## src/olpu_pkg.sv

```systemverilog
// olpu_pkg: shared types and constants for the ordered list update unit
// no dependencies; imported by every module under src

package olpu_pkg;

  localparam int CAPACITY_DEF = 16;

  localparam int KIND_W   = 3;
  localparam int VALUE_W  = 32;
  localparam int POS_W    = 5;
  localparam int STATUS_W = 2;
  localparam int LENOUT_W = 5;

  typedef enum logic [KIND_W-1:0] {
    K_INS_FRONT = 3'd0,
    K_INS_BACK  = 3'd1,
    K_DEL_FRONT = 3'd2,
    K_DEL_BACK  = 3'd3,
    K_INS_AT    = 3'd4,
    K_DEL_AT    = 3'd5
  } olpu_kind_t;

  typedef enum logic [STATUS_W-1:0] {
    ST_DONE   = 2'd0,
    ST_BADPOS = 2'd1,
    ST_FULL   = 2'd2,
    ST_EMPTY  = 2'd3
  } olpu_status_t;

  typedef enum logic [1:0] {
    OP_NONE = 2'd0,
    OP_INS  = 2'd1,
    OP_DEL  = 2'd2
  } olpu_op_t;

  typedef enum logic {
    S_WAIT_IN  = 1'b0,
    S_HOLD_OUT = 1'b1
  } olpu_state_t;

  typedef struct packed {
    olpu_op_t op;
  } olpu_cmd_t;

  typedef struct packed {
    logic full;
    logic empty;
  } olpu_flags_t;

endpackage

```

## src/ordered_list_positional_update_unit.sv

```systemverilog
// channel | tvalid/tready        | tuser        | tdata
// in_     | transaction accepted | kind[2:0]    | value[31:0] position[36:32]
// out_    | transaction accepted | -            | status[1:0] length_after[6:2]
//
// the whole cell row shifts in the accept cycle
// the result is registered and shows on the cycle after acceptance
// a new item is taken in the same cycle that the held result is taken
// synchronous active-low reset empties the list; cell contents are not cleared
// top level of the ordered list update unit; depends on olpu_pkg, olpu_ctrl, olpu_dpath

module ordered_list_positional_update_unit #(
  parameter int CAPACITY = olpu_pkg::CAPACITY_DEF
) (
  input  logic        clk,
  input  logic        rst_n,
  input  logic        in_tvalid,
  output logic        in_tready,
  input  logic [39:0] in_tdata,   // value[31:0], position[36:32], zero[39:37]
  input  logic [2:0]  in_tuser,   // kind[2:0]
  output logic        out_tvalid,
  input  logic        out_tready,
  output logic [7:0]  out_tdata   // status[1:0], length_after[6:2], zero[7]
);
  import olpu_pkg::*;

  localparam int LW = $clog2(CAPACITY + 1);
  localparam int CW = ((LW > POS_W) ? LW : POS_W) + 1;

  olpu_cmd_t     cmd;
  olpu_flags_t   flags;
  olpu_status_t  status;
  logic [CW-1:0] idx;
  logic [CW-1:0] len;

  olpu_ctrl #(
    .CW (CW)
  ) u_ctrl (
    .clk       (clk),
    .rst_n     (rst_n),
    .in_valid  (in_tvalid),
    .in_ready  (in_tready),
    .kind      (in_tuser),
    .position  (in_tdata[36:32]),
    .out_valid (out_tvalid),
    .out_ready (out_tready),
    .status    (status),
    .flags     (flags),
    .len       (len),
    .cmd       (cmd),
    .idx       (idx)
  );

  olpu_dpath #(
    .CAPACITY (CAPACITY),
    .CW       (CW)
  ) u_dpath (
    .clk   (clk),
    .rst_n (rst_n),
    .cmd   (cmd),
    .idx   (idx),
    .value (in_tdata[31:0]),
    .flags (flags),
    .len   (len)
  );

  assign out_tdata = {1'b0, len[LENOUT_W-1:0], status};

endmodule

```

## src/olpu_dpath.sv

```systemverilog
// olpu_dpath: row of element cells, list length and insert/delete shifting
// depends on olpu_pkg; driven by olpu_ctrl commands

module olpu_dpath #(
  parameter int CAPACITY = olpu_pkg::CAPACITY_DEF,
  parameter int CW       = (($clog2(CAPACITY + 1) > olpu_pkg::POS_W) ?
                            $clog2(CAPACITY + 1) : olpu_pkg::POS_W) + 1
) (
  input  logic                         clk,
  input  logic                         rst_n,
  input  olpu_pkg::olpu_cmd_t          cmd,
  input  logic [CW-1:0]                idx,
  input  logic [olpu_pkg::VALUE_W-1:0] value,
  output olpu_pkg::olpu_flags_t        flags,
  output logic [CW-1:0]                len
);
  import olpu_pkg::*;

  localparam int LW = $clog2(CAPACITY + 1);

  logic [VALUE_W-1:0] cell_r   [CAPACITY];
  logic [VALUE_W-1:0] cell_nxt [CAPACITY];
  logic [LW-1:0]      len_r, len_nxt;

  for (genvar i = 0; i < CAPACITY; i++) begin : g_cell
    always_comb begin
      cell_nxt[i] = cell_r[i];
      case (cmd.op)
        OP_INS: begin
          if (CW'(i) == idx) begin
            cell_nxt[i] = value;
          end else if (CW'(i) > idx) begin
            if (i > 0) begin
              cell_nxt[i] = cell_r[(i > 0) ? i - 1 : 0];
            end
          end
        end
        OP_DEL: begin
          if (CW'(i) >= idx) begin
            if (i < CAPACITY - 1) begin
              cell_nxt[i] = cell_r[(i < CAPACITY - 1) ? i + 1 : i];
            end
          end
        end
        default: begin
          cell_nxt[i] = cell_r[i];
        end
      endcase
    end

    always_ff @(posedge clk) begin
      cell_r[i] <= cell_nxt[i];
    end
  end

  always_comb begin
    case (cmd.op)
      OP_INS:  len_nxt = len_r + LW'(1);
      OP_DEL:  len_nxt = len_r - LW'(1);
      default: len_nxt = len_r;
    endcase
  end

  always_ff @(posedge clk) begin
    if (!rst_n) begin
      len_r <= '0;
    end else begin
      len_r <= len_nxt;
    end
  end

  assign len         = CW'(len_r);
  assign flags.full  = (len_r == LW'(CAPACITY));
  assign flags.empty = (len_r == '0);

endmodule

```

## src/olpu_ctrl.sv

```systemverilog
// olpu_ctrl: handshake state machine, operation decode and result status
// depends on olpu_pkg; commands olpu_dpath

module olpu_ctrl #(
  parameter int CW = olpu_pkg::POS_W + 1
) (
  input  logic                          clk,
  input  logic                          rst_n,
  input  logic                          in_valid,
  output logic                          in_ready,
  input  logic [olpu_pkg::KIND_W-1:0]   kind,
  input  logic [olpu_pkg::POS_W-1:0]    position,
  output logic                          out_valid,
  input  logic                          out_ready,
  output olpu_pkg::olpu_status_t        status,
  input  olpu_pkg::olpu_flags_t         flags,
  input  logic [CW-1:0]                 len,
  output olpu_pkg::olpu_cmd_t           cmd,
  output logic [CW-1:0]                 idx
);
  import olpu_pkg::*;

  olpu_state_t  state_r, state_nxt;
  olpu_status_t status_r, status_nxt;
  olpu_op_t     op_dec;
  logic         accept;
  logic [CW-1:0] pos_x;

  assign pos_x    = CW'(position);
  assign in_ready = (state_r == S_WAIT_IN) || out_ready;
  assign accept   = in_valid && in_ready;

  always_comb begin
    op_dec     = OP_NONE;
    idx        = '0;
    status_nxt = ST_DONE;
    case (kind)
      K_INS_FRONT: begin
        if (flags.full) status_nxt = ST_FULL;
        else op_dec = OP_INS;
      end
      K_INS_BACK: begin
        idx = len;
        if (flags.full) status_nxt = ST_FULL;
        else op_dec = OP_INS;
      end
      K_DEL_FRONT: begin
        if (flags.empty) status_nxt = ST_EMPTY;
        else op_dec = OP_DEL;
      end
      K_DEL_BACK: begin
        idx = len - CW'(1);
        if (flags.empty) status_nxt = ST_EMPTY;
        else op_dec = OP_DEL;
      end
      K_INS_AT: begin
        idx = pos_x - CW'(1);
        if (pos_x == '0 || pos_x > len + CW'(1)) status_nxt = ST_BADPOS;
        else if (flags.full) status_nxt = ST_FULL;
        else op_dec = OP_INS;
      end
      K_DEL_AT: begin
        idx = pos_x - CW'(1);
        if (pos_x == '0 || pos_x > len) status_nxt = ST_BADPOS;
        else op_dec = OP_DEL;
      end
      default: begin
        status_nxt = ST_BADPOS;
      end
    endcase
  end

  always_comb begin
    state_nxt = state_r;
    cmd.op    = accept ? op_dec : OP_NONE;
    case (state_r)
      S_WAIT_IN: begin
        if (accept) state_nxt = S_HOLD_OUT;
      end
      S_HOLD_OUT: begin
        if (out_ready && !accept) state_nxt = S_WAIT_IN;
      end
      default: begin
        state_nxt = S_WAIT_IN;
      end
    endcase
  end

  always_ff @(posedge clk) begin
    if (!rst_n) begin
      state_r <= S_WAIT_IN;
    end else begin
      state_r <= state_nxt;
    end
  end

  always_ff @(posedge clk) begin
    if (accept) begin
      status_r <= status_nxt;
    end
  end

  assign out_valid = (state_r == S_HOLD_OUT);
  assign status    = status_r;

endmodule

```

## config.mk

```make
export PLATFORM = sky130hd
export DESIGN_NAME = ordered_list_positional_update_unit
export DESIGN_NICKNAME = d
export VERILOG_FILES = /design/src/olpu_pkg.sv /design/src/ordered_list_positional_update_unit.sv /design/src/olpu_dpath.sv /design/src/olpu_ctrl.sv
export SDC_FILE = /design/constraint.sdc
export NUM_CORES = 1
export LEC_CHECK = 0
export ABC_AREA = 1
export BUFFER_PORTS_ARGS = -buffer_cell sky130_fd_sc_hd__buf_2
export CAP_MARGIN = 20
export CORE_MARGIN = 4
export CORE_UTILIZATION = 38
export DETAILED_ROUTE_END_ITERATION = 10
export PLACE_DENSITY_LB_ADDON = 0.05
export SLEW_MARGIN = 20
export SYNTH_ARGS = -nofsm -noshare
export SYNTH_HDL_FRONTEND = slang
export SYNTH_SLANG_ARGS = --single-unit
```

## constraint.sdc

```tcl
create_clock -name clk -period 2.8 [get_ports clk]
set_input_delay 0.42 -clock clk [delete_from_list [all_inputs] [get_ports clk]]
set_output_delay 0.42 -clock clk [all_outputs]
set_load 0.02 [all_outputs]
```

==> qor.yml <==
placed_design:
  dpl_cell_area_sq_um: 1185
  portBuffers: 20
  hpwl_mm: 1.847
  placed_cells: 195
  pre_cts_ws_ns: -0.1812
  gp_congestion: 0.8304
power:
  internal_power_uw: 300.8
  irDropWorstVdd_mv: 0.2759
  clockPowerShare: 0.193
  power_leakage_nw: 0.7000
  p_sw_frac: 0.3769
  combPwrFrac: 0.508
  power.density_nw_per_um2: 364.6
  p_sw_uw: 181.9
  seqPwrFrac: 0.299
run_status:
  outcome: "complete, no violations"
critical_path:
  worstPathMaxFanout: 5
  path_class: "flip-flop to flip-flop"
  critPathArrivalTime_ns: 2.99
  start_kind: "flip-flop"
  end_kind: "flip-flop"
  required_ns: 2.99
logic_synthesis:
  synth_fp_nets: 196
  yosys_register_bits: 8
  syn_avg_cell_area_sq_um: 6.844
  yosysSeqAreaShare: 0.1994
  synth.area.top_cells: "ha_1 (22%), dfxtp_1 (13%), inv_1 (11%)"
  yosysTopAreaCell: "ha_1"
  synth_ff_type: "dfxtp_1"
  synth_area_sq_um: 903.4
  async_flop_share: 0
  ys_warn_count: 0
  ys_top_cells_by_count: "inv_1 (26), nand2_1 (26), ha_1 (16)"
  ys_types: 20
  synth_top_area_share: 0.2216
  synth_edf_count: 2
  synthCells: 132
timing:
  hold_viol_final: 0
  period_needed_ns: 2.795
  rsz0062_at_grt: "yes"
  fmax_mhz: 357.8
  maxSlewViolCount: 0
  finalClockSkew_ns: 0.002970
  post-route-period-util: 0.9980
  finalSetupViolCount: 0
  hold_slack_ns: 0.4135
  finalWorstSetupSlack_ns: 0.005470
route:
  vias: 999
  wl_mm: 2.319
  final_antenna_net_count: 0
  vias_per_cell: 4.873
  wire_per_inst_microns: 11.31
  drcViolationCount: 0
  drt_iter0_markers: 10
  drtPass1Iterations: 4
final_layout:
  layout-drive-gt1-share: 0.3785
  nets: 242
  post-route-util: 0.5927
  final_cell_area_sq_um: 1324
  antenna_cells: 0
  layoutNonFillerInstCount: 205
  syn_to_final_growth_pct: 46.54
die:
  die_x_microns: 56.76
  core-area_sq_um: 2233
  fp.dieH_microns: 56.76
  fp-row-count: 17
  start_util: 0.4045
  dieArea_sq_um: 3221
  num_io_pins: 57
clock_network:
  clkLatencyLatePin_ns: 0.25
  path_clk_slew_ns: 0.06
  cts.sinks: 8
  ctsHoldBuffers: 0
  cts_tree: "done"
  htree_levels: 1
  root_buffer: "clkbuf_4"
  clk_path_buf_depth: 2
  cts_buffers: 3
global_routing:
  grt_pass1_vias: 896
  grt_max_degree: 9
  grtUsageTotal: 0.1467
  grt_first_pass_wirelength_mm: 3.753
  antenna_found_initial: 0
  overflow: 0
run:
  cap_violations: 0
hold_path:
  hp-class: "input port to flip-flop"
==> worst max-delay path: stages (launching register included) <==
cell	delay, ns
dfxtp_4	0.38
ha_4	0.14
nand3_2	0.07
xor2_1	0.15
ha_1	0.30
nand3_1	0.07
nor2_1	0.04
a21oi_1	0.14
nand2_2	0.09
nand3_2	0.06
nand2_1	0.06
nand2_2	0.07
ha_4	0.16
inv_2	0.04
fa_2	0.34
nand3b_1	0.19
a21o_2	0.23
nand2_2	0.06
nand2_2	0.05
a21oi_2	0.09
==> flip-flops by register name, summed over array words and instances, names as in the netlist <==
register	flops
u_dpath.len_r	5
u_ctrl.status	2
u_ctrl.out_valid	1
==> path summary, 6_finish.rpt <==
kind / startpoint / end / slack (ns) / cells after the start
max reg2reg: u_dpath.len_r[0]$_SDFFE_PN0P_ / u_dpath.len_r[4]$_SDFFE_PN0P_ / 0.005 / 19
max: u_dpath.len_r[0]$_SDFFE_PN0P_ / u_dpath.len_r[4]$_SDFFE_PN0P_ / 0.005 / 19
min reg2reg: u_ctrl.out_valid$_SDFF_PN0_ / u_ctrl.out_valid$_SDFF_PN0_ / 0.51 / 2
min: in_tvalid / u_ctrl.out_valid$_SDFF_PN0_ / 0.41 / 3
==> cells by family (layout without fill, tap and decap cells) <==
group	Yosys count	after routing	synth area share
simple gates	54	54	0.2631
buf+inv	27	72	0.1163
compound gates	19	19	0.1150
fa+ha+maj	17	17	0.2438
flops	8	8	0.1995
xor+xnor	6	6	0.05817
other cells	1	1	0.004151
==> through the flow <==
step,TNS [ns],power [mW]
2_1_floorplan,0,0.2804
3_3_place_gp,-0.1291,0.3561
3_5_place_dp,-0.1961,0.3620
4_1_cts,-0.03995,0.4779
5_1_grt,-0.3389,0.5315
6_report,0,0.4827
==> layout by cell type, fill, tap and decap left out, types with 3 or more instances in the layout <==
cell type,netlist,final
nor3_1,5,5
ha_1,16,11
inv_2,0,3
o21ai_0,5,4
nand4_1,4,4
nand2_2,0,4
inv_1,26,23
nand2_1,26,22
clkbuf_4,0,3
xor2_1,4,4
ha_4,0,5
buf_4,1,22
nor2_1,6,6
nand3_1,12,10
dfxtp_1,6,3
buf_2,0,20
a21oi_2,1,3
a21oi_1,11,9
==> repair_timing <==
action / CTS / global route
setup endpoints to repair: 2 / 3
pin swaps: 6 / 12
resized for setup: 9 / 6
gates cloned: 0 / 0
setup buffers: 4 / 2
==> metal layers <==
metal	vias to the layer above	track usage	part of all wire
li1	521	-	-
met1	455	0.1758	0.44
met2	21	0.2607	0.50
met3	2	0.02529	0.052
met4	0	0.04967	0.0026
met5	-	0	0
==> layout make-up <==
| cell class | count | area [sq um] |
|---|---|---|
| well taps | 28 | 35.03 |
| inverters | 26 | 97.59 |
| multi-input cells | 97 | 710.7 |
| fillers | 229 | 909.6 |
| clock buffers | 4 | 26.28 |
| flip-flops and latches | 8 | 188.9 |
| repair buffers | 42 | 265.3 |
==> power groups by stage <==
stage               clock [mW]  sequential [mW]  combinational (mW)
floorplan                    0            0.160               0.120
global placement             0            0.148               0.208
detailed placement           0            0.148               0.214
CTS                     0.0982            0.145               0.235
global route             0.109            0.147               0.276
finish                  0.0932            0.144               0.245
No activity file was read; power rests on OpenSTA's default activity.
